File: src/hw/rtl/tpss_pkg.sv
// Shared types and constants for the trapezoid profile setpoint step block.
`default_nettype none
package tpss_pkg;

  // Configuration register indexes.
  localparam logic [2:0] REG_ACCEL_LIMIT   = 3'd0;
  localparam logic [2:0] REG_SPEED_LIMIT   = 3'd1;
  localparam logic [2:0] REG_DERATING      = 3'd2;
  localparam logic [2:0] REG_LOOP_RATE     = 3'd3;
  localparam logic [2:0] REG_RESP_DELAY    = 3'd4;

  localparam logic [15:0] DERATE_FULL = 16'd32768;
  localparam logic [52:0] AD_CAP      = 53'h10_0000_0000_0000;

  // The delay term is delay * 2^32 / 10^6 = delay * 4294 + delay * 15114 / 15625.
  // The last quotient uses a reciprocal of 15625 scaled by 2^48, exact below 2^34.
  localparam logic [12:0] DLY_INT   = 13'd4294;
  localparam logic [13:0] DLY_FRAC  = 14'd15114;
  localparam logic [34:0] DLY_RECIP = 35'd18014398510;

  // Width of the multiplicand that feeds the radicand product.
  localparam int XW = 53;

  // Depth of the queue between front and back.
  localparam int QDEPTH = 4;
  localparam int QAW    = 2;

  typedef enum logic [1:0] {
    KIND_ACCEL  = 2'd0,
    KIND_CRUISE = 2'd1,
    KIND_DECEL  = 2'd2
  } kind_t;

  typedef struct packed {
    logic  err;
    logic  neg;
    kind_t kind;
  } ctl_t;

  // Values derived from the configuration registers.
  typedef struct packed {
    logic [31:0] vmax;
    logic [32:0] two_acc;
    logic [63:0] vsq;
    logic [52:0] ad;
    logic [1:0]  t_hi;
    logic [31:0] t_lo;
    logic        rate_zero;
  } coef_t;

endpackage
`default_nettype wire

File: src/hw/rtl/tpss_queue.sv
// Short queue of classified items between the front and back ends.
`default_nettype none
module tpss_queue #(
  parameter int WIDTH = 8
) (
  input  wire logic             clk,
  input  wire logic             rst,
  input  wire logic             push,
  input  wire logic [WIDTH-1:0] din,
  input  wire logic             pop,
  output logic [WIDTH-1:0]      dout,
  output logic                  valid,
  output logic                  full
);

  logic [WIDTH-1:0]       entries [0:tpss_pkg::QDEPTH-1];
  logic [tpss_pkg::QAW-1:0] wr_ptr;
  logic [tpss_pkg::QAW-1:0] rd_ptr;
  logic [tpss_pkg::QAW:0]   count;

  always_ff @(posedge clk) begin
    if (rst) begin
      wr_ptr <= '0;
      rd_ptr <= '0;
      count  <= '0;
    end else begin
      if (push) begin
        wr_ptr <= wr_ptr + 1'b1;
      end
      if (pop) begin
        rd_ptr <= rd_ptr + 1'b1;
      end
      if (push && !pop) begin
        count <= count + 1'b1;
      end else if (pop && !push) begin
        count <= count - 1'b1;
      end
    end
  end

  always_ff @(posedge clk) begin
    if (push) begin
      entries[wr_ptr] <= din;
    end
  end

  assign dout  = entries[rd_ptr];
  assign valid = (count != '0);
  assign full  = (count == (tpss_pkg::QAW+1)'(tpss_pkg::QDEPTH));

endmodule
`default_nettype wire

File: config.mk
export PLATFORM = sky130hd
export DESIGN_NAME = tpss_queue
export DESIGN_NICKNAME = d
export VERILOG_FILES = /design/src/hw/rtl/tpss_pkg.sv /design/src/hw/rtl/tpss_queue.sv
export SDC_FILE = /design/constraint.sdc
export NUM_CORES = 1
export LEC_CHECK = 0
export BUFFER_PORTS_ARGS = -buffer_cell sky130_fd_sc_hd__buf_2
export CAP_MARGIN = 10
export CORE_AREA = 10 10 65 67
export DETAILED_ROUTE_END_ITERATION = 16
export DIE_AREA = 0 0 75 77
export PLACE_DENSITY = 0.82
export RECOVER_POWER = 50
export SYNTH_ARGS = -nofsm -noshare
export SYNTH_HDL_FRONTEND = slang
export SYNTH_SLANG_ARGS = --single-unit
export TNS_END_PERCENT = 5
File: constraint.sdc
create_clock -name clk -period 4 [get_ports clk]
set_input_delay 0.6 -clock clk [delete_from_list [all_inputs] [get_ports clk]]
set_output_delay 0.6 -clock clk [all_outputs]
set_load 0.02 [all_outputs]
# == After elaboration in Yosys (flattened, before gate mapping) ==
# Memory sizes are Yosys's and may differ from the RTL's. A register that Yosys moved wholly into a read port is not among the register bits.
# Cells that the tools add are included.
# totals
regBits,7
ramBits,32
input_bits,12
output_inout_bits,10
elab_cells,21
n_memories,1
# op_classes
add_sub_neg,4
n_eq_ne,1
n_mux,6
n_reduce_logical,6
# memory_table
name,words,word_bits,rd,rd_ports_with_merged_regs,write_ports,line,source
entries,4,8,1,1,1,tpss_queue.sv:16,logic [WIDTH-1:0] entries [0:tpss_pkg::QDEPTH-1];
# ops
operator,count
$mux W3,2
$add A2 B1 Y2 const B,2
$mux W2,2
$add A3 B1 Y3 const B,1
$eq A3 B3 Y1 const B,1
$reduce_bool A3 Y1,1
$sub A3 B1 Y3 const B,1
$logic_and A1 B1 Y1,2
$logic_not A1 Y1,2
$mux W1,2
$reduce_bool A2 Y1,1

# == Longest topological paths before layout ==
# Gate-level depths: netlist of run 1.
# logic_depth
word_depth,4
depth_mapped,7
depth_no_buf,7

# == Worst setup path before layout of run 1 ==
# OpenSTA, ideal clock, no wires.
# synth_timing
kind,input-to-reg
startpoint,input port pop
endpoint,register count[2] in the netlist's numbering
setup_time_ns,0.070
t_arrival_ns,1.771
required_ns,3.930
setup_slack_ns,2.159
cell_stages,7
path_buffers,0
path_cell_list,inv_1 > ha_1 > inv_1 > fa_1 > xor2_1 > or3_1 > a21oi_1
# synth_via
elab_chain_cells,3
word_cells_on_any_way,5
classes_between,mux: 1; reduce/logical: 4
# synth_rtl
element,line,source
from (decl),tpss_queue.sv:10,"input wire logic pop,"
$logic_not A1 Y1,tpss_queue.sv:33,if (push && !pop) begin
$logic_and A1 B1 Y1,tpss_queue.sv:33,
$mux W3 / $reduce_bool A2 Y1 (equally long branches),-,
to (signal assigned),tpss_queue.sv:34,count <= count + 1'b1;
to (signal assigned),tpss_queue.sv:36,count <= count - 1'b1;
to (decl),tpss_queue.sv:19,logic [tpss_pkg::QAW:0] count;
# Parallel ways exist; a longest one is shown, timed or not.
# A chain may end at the register's enable or synchronous reset.

==> impl_results.md, run 1 <==
* Status: completed
* Switching power at 209 uW
* Worst VDD drop at 0.000225 V
* Distinct cell type count of the synthesized netlist at 18
* Max cap viols at 0
* Reg area at 0.00114 mm2
* Worst reg2reg path depth at 4
* Deepest clock path buffer count at 2
* Hpwl dp at 1.79 mm
* Beginning of the worst register-to-register path: count[0]$_SDFFE_PP0P_
* Setup Buffers After CTS at 0
* Remaining DRCs at 0
* CP Class: register to primary output
* Die width at around 75 um
* CTS H-Tree Depth at 2
* Setup_tns at 0 ns
* Overflow after GRT at 0
* Sequential power share at 0.577
* CTS tree: yes
* Port Buf Inserts at 21
* Placed Area at 0.00171 mm2
* Initial antenna violation count at 0
* CP max FO at 8
* Worst hold path class: primary input to register
* RR Endpoint: count[2]$_SDFFE_PP0P_
* Max Freq at 423 MHz
* P_leak at 0.000634 uW
* Routed wire length at 2.48 mm
* Fillcell total at 227
* RSZ-0062 raised after global routing: no
* Layout cells sized above 1 at 0.241
* Sw Share at 0.238
* Critical Path, Cell by Cell: mux4_2 > buf_2
* CP arrival at around 1.8 ns
* Clk_skew at 0.0153 ns
* CTS Hold Bufs at 0
* DRT Pass-1 Iters at 2
* GRT Util Overall at 0.0940
* Core Rows at 20
* Worst setup EP type: primary output
* Logic gate share of total power at 0.131
* Top Ports at 22
* Seq cells post-synth at 41
* Starting DRT DRC Count at 83
* Slew HR at 0.619
* Antenna-violating nets left at 0
* Mapped Area at 0.00159 mm2
* CP required at 3.40 ns
* Crit-path slowest cell: dfxtp_1
* Tmin final at 2.36 ns
* Ys Warns at 0
* Worst setup SP type: register
* CTS buffer count at 5
* Largest net degree at the start of global routing at 14
* FF-to-FF setup slack at 2.51 ns
* Pins Over Slew Limit at 0
* Vias per inst at 5.50
* CTS resizes at 0
* Vias in the first global route at a little over 900
* Core Region at about 0.0030 mm2
* Syn_area_per_cell at 18.5 um2
* Chip height at 77 um
* GP Congestion at 0.685
* Initial core utilization at 0.534
* Setup violators final at 0
* Crit-path max cell delay at 0.67 ns
* Final Hold Viols at 0
* Nets at 129
* Pwr dens at 491 mW/mm2
* Mapped Cells at 86
* Routed len/inst at 17.1 um
* Vias at roughly 800
* Worst slew pin tran at 0.572 ns
* Pint at 667 uW
* Register area share after synthesis at 0.718
* Finished Cell Area at 0.00178 mm2
* Area delta synth->final at 12.1%
* Worst Setup EP: dout[4]
* Final period utilization at 0.591
* # clock sinks at 41
* Multi-input gate area at 412 um2
* Die area at 0.00578 mm2
* First-pass GRT wire length at 4.12 mm
* Syn_nets at 104
* Later-pin clock latency in the skew report at between 0.3 and 0.4 ns
* Clk root buf: clkbuf_4
* Final Core Density at 0.598
* Inserted Diodes at 0
* Clock share of power at 0.292
* Worst-path clk slew at 0.12 ns
-- cell type report --
type | instances | area share
Tap cell | 33 | 0.0232
Clock buffer | 5 | 0.0211
Clock inverter | 3 | 0.0232
Timing Repair Buffer | 21 | 0.0527
Inverter | 4 | 0.00843
Sequential cell | 41 | 0.640
Multi-Input combinational cell | 38 | 0.231
-- power groups by stage --
stage          registers, uW  logic (uW)  clock network [uW]
2_1_floorplan            505        88.8                   0
3_3_place_gp             514         113                   0
3_5_place_dp             516         118                   0
4_1_cts                  507         118                 263
5_1_grt                  510         126                 281
6_report                 506         114                 256
-- logic make-up (layout without fill, tap and decap cells) --
logic type	Yosys count	count (layout)	synth area share
AND/OR/NAND/NOR	15	15	0.0472
flip-flops	41	41	0.718
multiplexers	10	10	0.126
buffers and inverters	7	33	0.0228
XOR/XNOR	5	5	0.0276
AO/OA/AOI/OAI	2	2	0.00629
adder cells (fa/ha/maj)	6	6	0.0520
-- synth_stat cells --
library cell | instances | area share
o21ai_0 | 1 | 0.0031
inv_1 | 4 | 0.0094
ha_1 | 5 | 0.039
clkbuf_2 | 2 | 0.0063
nor3b_1 | 1 | 0.0047
nand2_1 | 1 | 0.0024
and2_1 | 4 | 0.016
mux2i_1 | 2 | 0.013
fa_1 | 1 | 0.013
xnor2_1 | 2 | 0.011
mux4_2 | 8 | 0.11
or3_1 | 2 | 0.0079
edfxtp_1 | 32 | 0.60
a21oi_1 | 1 | 0.0031
dfxtp_1 | 9 | 0.11
nor2_1 | 7 | 0.017
xor2_1 | 3 | 0.017
buf_6 | 1 | 0.0071
-- state kept, by name, indices dropped and copies added, names as in the netlist, named ones only --
name and flops:
count 3, rd_ptr 2, wr_ptr 2, entries 32
-- worst max-delay path, delay by kind of cell (launching register included) --
family / cells / cell delay, ns
buffers and inverters: 1 / 0.18
muxes: 1 / 0.58
DFF: 1 / 0.67
-- how the worst min path moves through the flow --
| stage | start | end | slack [ns] | cells after the start |
|---|---|---|---|---|
| CTS | din[2] | entries[2][2]$_DFFE_PP_ | 0.45 | 1 |
| global placement | count[2]$_SDFFE_PP0P_ | count[2]$_SDFFE_PP0P_ | 0.49 | 2 |
| floorplan | count[2]$_SDFFE_PP0P_ | count[2]$_SDFFE_PP0P_ | 0.46 | 2 |
| global route | din[2] | entries[2][2]$_DFFE_PP_ | 0.50 | 1 |
| detailed placement | count[2]$_SDFFE_PP0P_ | count[2]$_SDFFE_PP0P_ | 0.51 | 2 |
| finish | din[6] | entries[3][6]$_DFFE_PP_ | 0.51 | 1 |
-- cells in the final DEF, fill, tap and decap left out, types with 2 or more instances in the layout --
| cell type | count |
|---|---|
| or3_1 | 2 |
| mux4_2 | 8 |
| buf_2 | 12 |
| xnor2_1 | 2 |
| nor2_1 | 7 |
| and2_1 | 3 |
| inv_1 | 4 |
| edfxtp_1 | 32 |
| xor2_1 | 3 |
| clkbuf_1 | 9 |
| ha_1 | 5 |
| clkbuf_4 | 5 |
| dfxtp_1 | 9 |
| mux2i_1 | 2 |
-- stage by stage --
step	total power [uW]	instances	worst slack, ns	hold slack [ns]
after CTS	888	145	1.59	0.451
after floorplan	594	86	2.16	0.461
after global routing	917	145	1.49	0.501
final	876	145	1.64	0.512
after global placement	627	137	1.96	0.486
after detailed placement	634	137	1.89	0.507
-- routing by layer --
metal  global-route usage  wire [um]  vias to the layer above
met5                    0          0                        -
met4               0.0511         49                        0
met3               0.0347        156                        6
met2                0.155       1320                       20
met1               0.0992        961                      401
li1                     -          -                      370
(Power assumes the default switching activity.)
==> run 2, diff against run 1 <==
==> constraint.sdc (replaced) <==
create_clock -name clk -period 2.2 [get_ports clk]
set_input_delay 0.33 -clock clk [delete_from_list [all_inputs] [get_ports clk]]
set_output_delay 0.33 -clock clk [all_outputs]
set_load 0.02 [all_outputs]
==> impl_results.md, run 2 (synthesis gave the netlist of run 1 again) <==
* Status: completed
* CTS resizes at 0
* CTS Hold Bufs at 0
* Top Registers: entries x32, count x3
* Top Ports at 22
* Vias in the first global route at 878
* Nets at 130
* Vias per inst at 5.45
* Initial antenna violation count at 0
* Fin cells at around 150
* CTS buffer count at 5
* Worst Setup EP: dout[4]
* Setup Buffers After CTS at 0
* Antenna-violating nets left at 0
* Inserted Diodes at 0
* Later-pin clock latency in the skew report at 0.34 ns
* Routed len/inst at 17.4 um
* CP arrival at 1.58 ns
* DRT Pass-1 Iters at 4
* Clk root buf: clkbuf_4
* Remaining DRCs at 0
* Chip height at around 77 um
* Slew HR at 0.588
* CP max FO at 8
* Port Buf Inserts at 21
* Deepest clock path buffer count at 2
* RR Endpoint: count[2]$_SDFFE_PP0P_
* Pins Over Slew Limit at 0
* GRT Util Overall at 0.0992
* RSZ-0062 raised after global routing: no
* Largest net degree at the start of global routing at 13
* Max FFs per register at 32
* CTS tree: yes
* Core Region at between 0.002 and 0.003 mm2
* Die width at 75 um
* CP Class: register to primary output
* Tmin final at 1.91 ns
* Worst setup SP type: register
* # clock sinks at 41
* Overflow after GRT at 0
* Starting DRT DRC Count at 21
* Worst slew pin tran at 0.618 ns
* Pwr dens at 834 mW/mm2
* Placed cells at 138
* Worst VDD drop at 0.000378 V
* Worst reg2reg path depth at 4
* Most flop-heavy register: entries
* FF-to-FF setup slack at 0.71 ns
* Final period utilization at 0.868
* Hpwl dp at 1.87 mm
* CTS H-Tree Depth at 2
* Max cap viols at 0
* First-pass GRT wire length at 4.29 mm
* Area delta synth->final at 10.8%
* Setup_tns at 0 ns
* Commonest non-fill, non-tap cells in the layout: 32 x edfxtp_1, 12 x buf_2, 9 x dfxtp_1, 9 x clkbuf_1, 8 x mux4_2
* Vias at 795
* Most common cell after layout, fill and taps aside: edfxtp_1
* GP Congestion at roughly 0.74
* Layout cells sized above 1 at 0.239
* Die area at 0.00578 mm2
* CP required at 1.87 ns
* Clk_skew at 0.00447 ns
* Core Rows at 20
* P_leak at 0.000631 uW
* Setup violators final at 0
* Max Freq at 524 MHz
* Beginning of the worst register-to-register path: count[0]$_SDFFE_PP0P_
* Initial core utilization at 0.534
* Routed wire length at about 2.5 mm
* Worst-path clk slew at 0.11 ns
* Final Hold Viols at 0
* Worst hold path class: primary input to register
* Worst setup EP type: primary output
run 2: cell types whose count changed in the layout (fill, tap and decap cells not counted):
cell        previous run  this run
clkinvlp_4             1         0
buf_4                  0         1
clkinv_2               0         1
clkinv_1               1         2
bufinv_16              1         0
run 2: power breakdown:
group          internal (uW)  total (uW)  switching [uW]
Clock                    116         337             222
Combinational           94.9         218             123
Sequential               884         913            29.1
run 2: worst min path at each step:
stage,slack [ns],start,end,depth (start not counted)
6_report,0.25,rst,rd_ptr[0]$_SDFFE_PP0P_,2
3_5_place_dp,0.52,count[2]$_SDFFE_PP0P_,count[2]$_SDFFE_PP0P_,2
2_1_floorplan,0.43,din[0],entries[0][0]$_DFFE_PP_,0
4_1_cts,0.18,din[4],entries[1][4]$_DFFE_PP_,1
3_3_place_gp,0.48,count[2]$_SDFFE_PP0P_,count[2]$_SDFFE_PP0P_,2
5_1_grt,0.22,din[2],entries[3][2]$_DFFE_PP_,1
run 2: cell type report:
type                    count  area [um2]
repair buffers             22         101
flip-flops and latches     41        1140
inverters                   4        15.0
clock buffers               5        37.5
multi-input cells          38         412
clock inverters             3        12.5
well taps                  33        41.3
fillers                   234        1220
run 2: stage by stage:
step	hold slack, ns	setup slack (ns)	util	cell area, um2	total power [uW]
after floorplan	0.429	0.629	-	1590	1080
after global placement	0.480	0.477	0.578	1720	1140
after detailed placement	0.524	0.383	0.578	1720	1150
after CTS	0.178	0.262	0.595	1770	1490
after global routing	0.221	0.208	0.591	1760	1550
final	0.246	0.291	0.591	1760	1470
run 2: worst max-delay path: stages (launching register included):
cell     delay (ns)
dfxtp_1        0.33
buf_4          0.21
mux4_2         0.52
buf_2          0.18
run 2: routing by layer:
metal | vias to the layer above | track usage | wire length, um
li1 | 377 | - | -
met1 | 391 | 0.112 | 1040
met5 | - | 0 | 0
met3 | 5 | 0.0373 | 153
met2 | 22 | 0.155 | 1300
met4 | 0 | 0.0568 | 45
