### src/hw/rtl/tpss_pkg.sv
// Shared types and constants for the trapezoid profile setpoint step block.
`default_nettype none
package tpss_pkg;

  // Configuration register indexes.
  localparam logic [2:0] REG_ACCEL_LIMIT   = 3'd0;
  localparam logic [2:0] REG_SPEED_LIMIT   = 3'd1;
  localparam logic [2:0] REG_DERATING      = 3'd2;
  localparam logic [2:0] REG_LOOP_RATE     = 3'd3;
  localparam logic [2:0] REG_RESP_DELAY    = 3'd4;

  localparam logic [15:0] DERATE_FULL = 16'd32768;
  localparam logic [52:0] AD_CAP      = 53'h10_0000_0000_0000;

  // The delay term is delay * 2^32 / 10^6 = delay * 4294 + delay * 15114 / 15625.
  // The last quotient uses a reciprocal of 15625 scaled by 2^48, exact below 2^34.
  localparam logic [12:0] DLY_INT   = 13'd4294;
  localparam logic [13:0] DLY_FRAC  = 14'd15114;
  localparam logic [34:0] DLY_RECIP = 35'd18014398510;

  // Width of the multiplicand that feeds the radicand product.
  localparam int XW = 53;

  // Depth of the queue between front and back.
  localparam int QDEPTH = 4;
  localparam int QAW    = 2;

  typedef enum logic [1:0] {
    KIND_ACCEL  = 2'd0,
    KIND_CRUISE = 2'd1,
    KIND_DECEL  = 2'd2
  } kind_t;

  typedef struct packed {
    logic  err;
    logic  neg;
    kind_t kind;
  } ctl_t;

  // Values derived from the configuration registers.
  typedef struct packed {
    logic [31:0] vmax;
    logic [32:0] two_acc;
    logic [63:0] vsq;
    logic [52:0] ad;
    logic [1:0]  t_hi;
    logic [31:0] t_lo;
    logic        rate_zero;
  } coef_t;

endpackage
`default_nettype wire

### src/hw/rtl/tpss_front.sv
// Front end: accepts items, forms the distance and classifies the profile phase.
`default_nettype none
module tpss_front #(
  parameter int POS_WIDTH = 32
) (
  input  wire logic                   clk,
  input  wire logic                   rst,
  input  wire logic                   in_valid,
  output logic                        in_ready,
  input  wire logic [POS_WIDTH-1:0]   in_prior,
  input  wire logic [POS_WIDTH-1:0]   in_goal,
  input  wire tpss_pkg::coef_t        coef,
  input  wire logic                   busy,
  input  wire logic                   q_full,
  output logic                        push,
  output tpss_pkg::ctl_t              push_ctl,
  output logic [POS_WIDTH-1:0]        push_prior,
  output logic [tpss_pkg::XW-1:0]     push_x
);

  localparam int DW = POS_WIDTH + 1;
  localparam int CW = (DW > 54) ? DW : 54;

  logic                 fen;
  logic                 f1_v;
  logic [POS_WIDTH-1:0] f1_prior;
  logic [POS_WIDTH-1:0] f1_goal;
  logic [DW-1:0]        f1_diff;
  logic                 f2_v;
  logic [POS_WIDTH-1:0] f2_prior;
  logic [POS_WIDTH-1:0] f2_goal;
  logic                 f2_neg;
  logic [DW-1:0]        f2_dist;

  logic [CW-1:0]        dist_ext;
  logic [CW-1:0]        ad_ext;
  logic [CW-1:0]        ad2_ext;
  logic [CW:0]          dist_less;
  logic                 is_accel;
  logic                 is_cruise;

  assign fen      = !q_full;
  assign in_ready = fen && !busy;

  always_ff @(posedge clk) begin
    if (rst) begin
      f1_v <= 1'b0;
      f2_v <= 1'b0;
    end else if (fen) begin
      f1_v <= in_valid && in_ready;
      f2_v <= f1_v;
    end
  end

  always_ff @(posedge clk) begin
    if (fen) begin
      f1_prior <= in_prior;
      f1_goal  <= in_goal;
      f1_diff  <= {in_goal[POS_WIDTH-1], in_goal} - {in_prior[POS_WIDTH-1], in_prior};
      f2_prior <= f1_prior;
      f2_goal  <= f1_goal;
      f2_neg   <= f1_diff[DW-1];
      f2_dist  <= f1_diff[DW-1] ? (~f1_diff + DW'(1)) : f1_diff;
    end
  end

  assign dist_ext  = CW'(f2_dist);
  assign ad_ext    = CW'(coef.ad);
  assign ad2_ext   = CW'({coef.ad, 1'b0});
  assign dist_less = {1'b0, dist_ext} - {1'b0, ad_ext};
  assign is_accel  = dist_less[CW];
  assign is_cruise = (dist_ext > ad2_ext);

  assign push = fen && f2_v;

  always_comb begin
    push_ctl.err = coef.rate_zero;
    push_ctl.neg = f2_neg;
    if (is_accel) begin
      push_ctl.kind = tpss_pkg::KIND_ACCEL;
      push_x        = tpss_pkg::XW'(dist_ext);
    end else if (is_cruise) begin
      push_ctl.kind = tpss_pkg::KIND_CRUISE;
      push_x        = tpss_pkg::XW'(dist_less[CW-1:0]);
    end else begin
      push_ctl.kind = tpss_pkg::KIND_DECEL;
      push_x        = tpss_pkg::XW'(dist_less[CW-1:0]);
    end
    // With no loop rate the goal passes straight through.
    push_prior = coef.rate_zero ? f2_goal : f2_prior;
  end

endmodule
`default_nettype wire

### config.mk
export PLATFORM = sky130hd
export DESIGN_NAME = tpss_front
export DESIGN_NICKNAME = d
export VERILOG_FILES = /design/src/hw/rtl/tpss_pkg.sv /design/src/hw/rtl/tpss_front.sv
export SDC_FILE = /design/constraint.sdc
export NUM_CORES = 1
export LEC_CHECK = 0
export ABC_AREA = 1
export BUFFER_PORTS_ARGS = -buffer_cell sky130_fd_sc_hd__buf_2
export CORE_AREA = 4 4 173 175
export CTS_BUF_LIST = sky130_fd_sc_hd__clkbuf_16
export DETAILED_ROUTE_END_ITERATION = 16
export DIE_AREA = 0 0 177 179
export MAX_ROUTING_LAYER = met4
export PLACE_DENSITY_LB_ADDON = 0.05
export SYNTH_ARGS = -nofsm -noshare
export SYNTH_HDL_FRONTEND = slang
export SYNTH_SLANG_ARGS = --single-unit
### constraint.sdc
create_clock -name clk -period 5.58 [get_ports clk]
set_clock_uncertainty 0.2 [all_clocks]
set_input_delay 1.116 -clock clk [delete_from_list [all_inputs] [get_ports clk]]
set_output_delay 1.116 -clock clk [all_outputs]
set_load 0.01 [all_outputs]
; After elaboration in Yosys (flattened, before gate mapping)
; Index checks and enable logic that the tools add are counted.
[totals]
ff_bits = 197
inputBits = 286
[op_classes]
n_addsub = 3
n_lt_le_gt_ge = 1
muxes = 5
bitwise = 1
n_reduce_logical = 5
[ops]
columns = op, count
row1 = $mux 32, 2
row2 = $gt 33x54->1, 1
row3 = $sub 33x53->54, 1
row4 = $mux 53, 1
row5 = $add 33x1->33 const B, 1
row6 = $not 33->33, 1
row7 = $sub 32x32->33, 1
row8 = $mux 2, 2
row9 = $logic_and 1x1->1, 3
row10 = $logic_not 1->1, 2

; Logic depth before layout (Yosys ltp)
; Gate-level depths: netlist of the first run.
[logic_depth]
depth_word = 3
depth_mapped = 16
ltp_nobuf = 15

; Worst setup path before layout of the first run
; OpenSTA, ideal clock, no wires.
[synth_path]
path_kind = input -> register
startpoint = input q_full
endpoint = register f1_diff[0], enable pin
setup_ns = 0.546
t_arrival_ns = 4.875
required_ns = 4.834
slack_ns = -0.040
cell_stages = 1
path_buffers = 0
path_cell_list = inv_1
[synth_rtl]
columns = element, line
row1 = "start, declared", tpss_front.sv:14  ; input wire logic q_full,
row2 = "end signal, assigned", tpss_front.sv:59  ; f1_diff <= {in_goal[POS_WIDTH-1], in_goal} - {in_prior[POS_WIDTH-1], in_prior};
row3 = "end, declared", tpss_front.sv:28  ; logic [DW-1:0] f1_diff;
; No word-level cell between the ends.

; Worst setup path in the final report of the first run
[layout_path]
startpoint = input coef[55] in the netlist's numbering
endpoint = output push_x[23] in the netlist's numbering
[layout_via]
elab_chain_cells = 2
[layout_lines]
columns = element, line
row1 = "start, declared", tpss_front.sv:12  ; input wire tpss_pkg::coef_t coef,
row2 = $sub 33x53->54, tpss_front.sv:70  ; assign dist_less = {1'b0, dist_ext} - {1'b0, ad_ext};
row3 = $mux 53, tpss_front.sv:79  ; if (is_accel) begin
row4 = "end, declared", tpss_front.sv:18  ; output logic [tpss_pkg::XW-1:0] push_x
; Every way passes these cells.

==> flow_summary.toml, run 1 <==
[worst_setup_path]
start_kind = "primary input"
reg2reg_to = "f2_dist[12]$_DFFE_PN_"
critPathKind = "in2out"
crit_path_end_kind = "primary output"
cp_data_required_time_ns = 4.26
crit_slowest_cell = "ha_1"
path_cells = "buf_2 > inv_1 > ha_1 > nand2_2 > inv_1 > a21oi_1 > nand2_1 > inv_1 > nand3_2 > nand2_4 > nand2_8 > inv_6 > nand2_2 > nand2_1 > buf_2"
critical_path_arrival_ns = 3.56
reg2reg_depth = 9
r2r_start = "f1_diff[0]$_DFFE_PN_"
crit_top_cell = "inv_1"
critPathMaxFanout = 36
max_stage_delay_ns = 0.37
rrSetupSlack_ns = 3.19

[global_route]
grt_max_degree = 91
antenna_found_initial = 0
grt_util_all_layers = 0.225
grt-ovfl-total = 0
grt_pass1_vias = 11200
grt_pass1_wl_um = 54800

[power_and_ir_drop]
leakage_nw = 7.71
finalPower_mw = 4.45
pwr-share-clk = 0.262
sequentialPowerShare = 0.435
switchingPower_mw = 1.47
p_per_area_nw_per_um2 = 284
p_int_mw = 2.97
p_sw_frac = 0.331
ir_drop_mv = 0.251
p_comb_frac = 0.303

[timing]
hold_viol = 0
min_period_ns = 4.87
worst_slew_margin_rel = 0.263
tightest_slew_ns = 1.11
finalMaxSlewViolations = 0
finalCritPeriodShare = 0.874
setup_tns_ns = 0
report.final.setup_viol = 0
rsz0062_at_grt = "false"
fmax_ghz = 0.205

[cts]
clockRootBuffer = "clkbuf_16"
htreeDepth = 4
clock_path_buffers = 2
clkLatencyLatePin_ns = 0.43
cts_tree = "built"
clkSinkCount = 197
post_cts_buffers = 0
postCtsHoldBufs = 0
cts_buffers = 17
ctsResizeCount = 0
clkTransAtPathRegs_ns = 0.07

[synth]
synth_seq_cells = 197
ys_async_sr_fraction = 0
ys_warn_count = 0
synth_edf_count = 195
yosysSeqAreaShare = 0.429
ys.flop_type = "edfxtp_1"
synth_top_area_frac = 0.426
syn_inst = 1698
synth_top_cells_by_count = "nand2_1 (518), inv_1 (278), edfxtp_1 (195), nor2_1 (141), ha_1 (98)"
synth_most_common_cell = "nand2_1"
yosysTopAreaCell = "edfxtp_1"
avgSynthCellArea_um2 = 8.09
ys_types = 47
synth.cell_area_um2 = 13700
ys_top_cells_by_area = "edfxtp_1 (43%), nand2_1 (14%), ha_1 (8.9%)"

[cells_and_area]
areaGrowthSynthToFinish_pct = 14.0
fillers = 2767
drive_above_1_share = 0.162
utilization = 0.550
nets = 2292
antennaDiodeCount = 0
final_design_area_no_fill_um2 = 15700

[place]
dpl.hpwl_um = 28500
io_buffers = 203
gp_congestion = 0.937
placed_area_um2 = 15100

[floorplanning]
initial_core_util = 0.483
fp.dieH_um = 179
fp.dieArea_um2 = 31700
die_w_um = 177
core_area_um2 = 28500
core.rowCount = 62
io_pins = 377

[routing]
via_per_inst = 4.94
wl_um = 34500
drc = 0
dr.pass1.iters = 5
drtAntennaViolNets = 0
drt_iter0_drc = 542
dr_total_vias = 11400
drt-wirelength-per-cell_um = 15.0

[worst_hold_path]
holdPathStages = 0
hold_start = "f1_prior[18]$_DFFE_PN_"
hold_path_class = "reg2reg"
worstHoldEndpoint = "f2_prior[18]$_DFFE_PN_"

[run]
cap_viol_max_count = 0

[outcome]
status = "completed"
## how the worst max path moves through the flow
stage | startpoint | end | slack [ns] | cells past startpoint
finish | coef[55] | push_x[23] | 0.71 | 15
floorplan | q_full | f1_diff[0]$_DFFE_PN_ | 1.03 | 1
CTS | coef[54] | push_x[28] | 0.74 | 15
detailed placement | coef[55] | push_x[28] | 0.74 | 15
global placement | coef[55] | push_x[27] | 0.75 | 15
global route | coef[54] | push_x[28] | 0.54 | 15
## cells in the final DEF (no fill, tap or decap), drive strengths merged, types with 3 or more instances in the layout
master	synthesis	final
nand2	534	534
inv	281	283
buf	22	206
edfxtp	195	195
nor2	151	151
ha	98	98
a21oi	95	95
nand3	81	81
o21ai	47	47
xor2	46	46
mux2	32	32
nor3	26	26
xnor2	20	20
clkbuf	4	17
nand3b	12	12
nand4	10	10
conb	1	10
o21a	8	8
nor4	7	7
clkinv	1	7
o21bai	6	6
clkinvlp	0	5
or2	3	3
## per-layer routing
metal	vias to the layer above	share of wire	wire, um	track usage
met4	0	0.031	1070	0.0812
met3	48	0.039	1340	0.0257
met5	-	0	0	-
met1	5150	0.45	15400	0.282
met2	276	0.48	16600	0.379
li1	5909	-	-	-
## cell type report
| class | count | area (um^2) | share of cell area |
|---|---|---|---|
| inverters | 282 | 1070 | 0.0681 |
| multi-input cells | 1202 | 6620 | 0.422 |
| flip-flops and latches | 197 | 5900 | 0.376 |
| well taps | 384 | 480 | 0.0307 |
| repair buffers | 206 | 1040 | 0.0663 |
| clock buffers | 17 | 425 | 0.0272 |
| clock inverters | 15 | 141 | 0.00903 |
## cell families (layout without fill, tap and decap cells)
group                    count (synthesis)  after routing  share of synthesized area
flip-flops                             197            197                      0.429
buffers and inverters                  308            520                     0.0916
AO/OA/AOI/OAI                          166            166                     0.0665
multiplexers                            32             32                     0.0262
adder cells (fa/ha/maj)                100            100                     0.0922
AND/OR/NAND/NOR                        828            828                      0.252
XOR/XNOR                                66             66                     0.0421
other                                    1             10                   0.000273
## per-stage QoR
step / setup slack (ns) / hold slack (ns) / cells
floorplan: 1.03 / 0.200 / 1707
global placement: 0.747 / 0.200 / 2271
detailed placement: 0.744 / 0.205 / 2271
CTS: 0.740 / 0.215 / 2303
global route: 0.536 / 0.222 / 2303
finish: 0.705 / 0.212 / 2303
## power by group through the flow
stage | combinational, mW | clock [mW] | sequential (mW)
after floorplan | 0.957 | 0 | 1.93
after global placement | 1.33 | 0 | 1.96
after detailed placement | 1.35 | 0 | 1.96
after CTS | 1.35 | 1.20 | 1.93
after global routing | 1.54 | 1.26 | 1.95
final | 1.35 | 1.16 | 1.93
## state kept, by name, summed over array words and instances (netlist names)
| signal | cells |
|---|---|
| f1_diff | 33 |
| f1_goal | 32 |
| f1_prior | 32 |
| f1_v | 1 |
| f2_dist | 33 |
| f2_goal | 32 |
| f2_neg | 1 |
| f2_prior | 32 |
| f2_v | 1 |
## critical path, delay by kind of cell
family | cells | cell delay, ns
buffers and inverters | 6 | 0.77
AND/OR/NAND/NOR | 7 | 1.03
AO/OA/AOI/OAI | 1 | 0.19
adder cells (fa/ha/maj) | 1 | 0.37
No activity file was read; power rests on OpenSTA's default activity.
==> inputs of run 2 (changes only) <==
CAP_MARGIN = 20   (was unset)
MAX_ROUTING_LAYER = unset   (was met4)
==> run 2 against run 1 <==
  * Routed wire length is 1.7% lower
  * Global-route usage is 1.0 points lower
  * Highest routed layer unchanged
  * Hold slack better by 0.00088 ns
  * Largest power group unchanged
  * Largest cell class unchanged
==> flow_summary.toml, run 2 (same netlist as run 1, synthesis figures left out) <==
[worst_setup_path]
crit_path_end_kind = "primary output"
start_kind = "primary input"
timing.critical_path.from = "coef[54]"
r2r_start = "f1_diff[0]$_DFFE_PN_"
critPathMaxFanout = 36
critPathKind = "in2out"
cp_data_required_time_ns = 4.26
critical_path_arrival_ns = 3.47

[cells_and_area]
areaGrowthSynthToFinish_pct = 14.3
drive_above_1_share = 0.161
antennaDiodeCount = 0
final_cell_mix = "nand2_1 (518), inv_1 (278), buf_2 (203), edfxtp_1 (195), nor2_1 (141)"
final_design_area_no_fill_um2 = 15700
nets = 2295
layout_commonest_cell = "nand2_1"
reg.largest.list = "f1_diff (33), f2_dist (33)"
stdcell_count = 2305

[floorplanning]
fp.dieArea_um2 = 31700
core_area_um2 = 28500
io_pins = 377
core.rowCount = 62
fp.dieH_um = 179
die_w_um = 177
initial_core_util = 0.483

[cts]
postCtsHoldBufs = 0
clkSinkCount = 197
post_cts_buffers = 0
htreeDepth = 4
clkTransAtPathRegs_ns = 0.07
ctsResizeCount = 0
clkLatencyLatePin_ns = 0.43
cts_buffers = 17
cts_tree = "built"
clockRootBuffer = "clkbuf_16"
clock_path_buffers = 2

[routing]
wl_um = 33900
drc = 0
dr.pass1.iters = 5
drt-wirelength-per-cell_um = 14.7
via_per_inst = 4.91
dr_total_vias = 11300
drt_iter0_drc = 645
drtAntennaViolNets = 0

[timing]
tightest_slew_ns = 0.835
hold_viol = 0
fin_ws_ns = 0.791
finalCritPeriodShare = 0.858
rsz0062_at_grt = "false"
worst_slew_margin_rel = 0.443
setup_tns_ns = 0
min_period_ns = 4.79
report.final.setup_viol = 0
finalMaxSlewViolations = 0
fmax_ghz = 0.209

[global_route]
grt_util_all_layers = 0.215
grt_max_degree = 59
grt_pass1_wl_um = 54000
grt-ovfl-total = 0
antenna_found_initial = 0
grt_pass1_vias = 11100

[worst_hold_path]
hold_start = "f1_prior[14]$_DFFE_PN_"
hold_path_class = "reg2reg"

[place]
post-place-ws_ns = 0.783
dpl.hpwl_um = 28300
io_buffers = 203
placedCellCount = 2273
placed_area_um2 = 15100
gp_congestion = 0.920

[outcome]
status = "completed"

[run]
cap_viol_max_count = 0

[power_and_ir_drop]
leakage_nw = 7.73
p_per_area_nw_per_um2 = 284
ir_drop_mv = 0.260
==> run 2: area by class of cell <==
type / count / area (um^2)
timing repair buffer: 209 / 1070
inverter: 282 / 1070
sequential: 197 / 5900
multi-input combinational: 1202 / 6620
fill: 2762 / 12800
clock inverter: 14 / 144
clock buffer: 17 / 425
tap: 384 / 480
==> run 2: final timing paths <==
path,end,cells past startpoint,slack (ns)
worst max register to register,f2_dist[26]$_DFFE_PN_,8,3.22
worst min-delay path,f2_prior[14]$_DFFE_PN_,0,0.21
worst min register to register,f2_prior[14]$_DFFE_PN_,0,0.21
worst max-delay path,push_x[28],15,0.79
==> run 2: through the flow <==
stage          power, mW  hold WS (ns)  utilization
4_1_cts             4.49         0.217        0.551
3_5_place_dp        3.30         0.205        0.531
6_report            4.45         0.212        0.552
5_1_grt             4.76         0.223        0.552
2_1_floorplan       2.89         0.200            -
3_3_place_gp        3.28         0.201        0.531
==> run 2: worst max-delay path, stage by stage <==
cell     delay [ns]
buf_2          0.08
inv_1          0.06
ha_1           0.36
nand2_2        0.15
inv_1          0.05
a21oi_1        0.18
nand2_1        0.15
inv_1          0.09
nand3_2        0.18
nand2_4        0.15
nand2_8        0.18
inv_6          0.31
nand2_1        0.10
nand2_1        0.11
buf_2          0.14
==> run 2: per-layer routing <==
metal | track usage | part of all wire | vias to the layer above
li1 | - | - | 5906
met1 | 0.281 | 0.45 | 5115
met2 | 0.373 | 0.48 | 255
met3 | 0.0276 | 0.042 | 43
met4 | 0.0654 | 0.024 | 0
met5 | 0 | 0 | -
==> run 2: power breakdown <==
part,total [mW],internal (mW),switching [mW],leakage (nW)
Combinational,1.34,0.491,0.853,5.53
Clock,1.18,0.689,0.488,0.281
Sequential,1.93,1.83,0.102,1.93
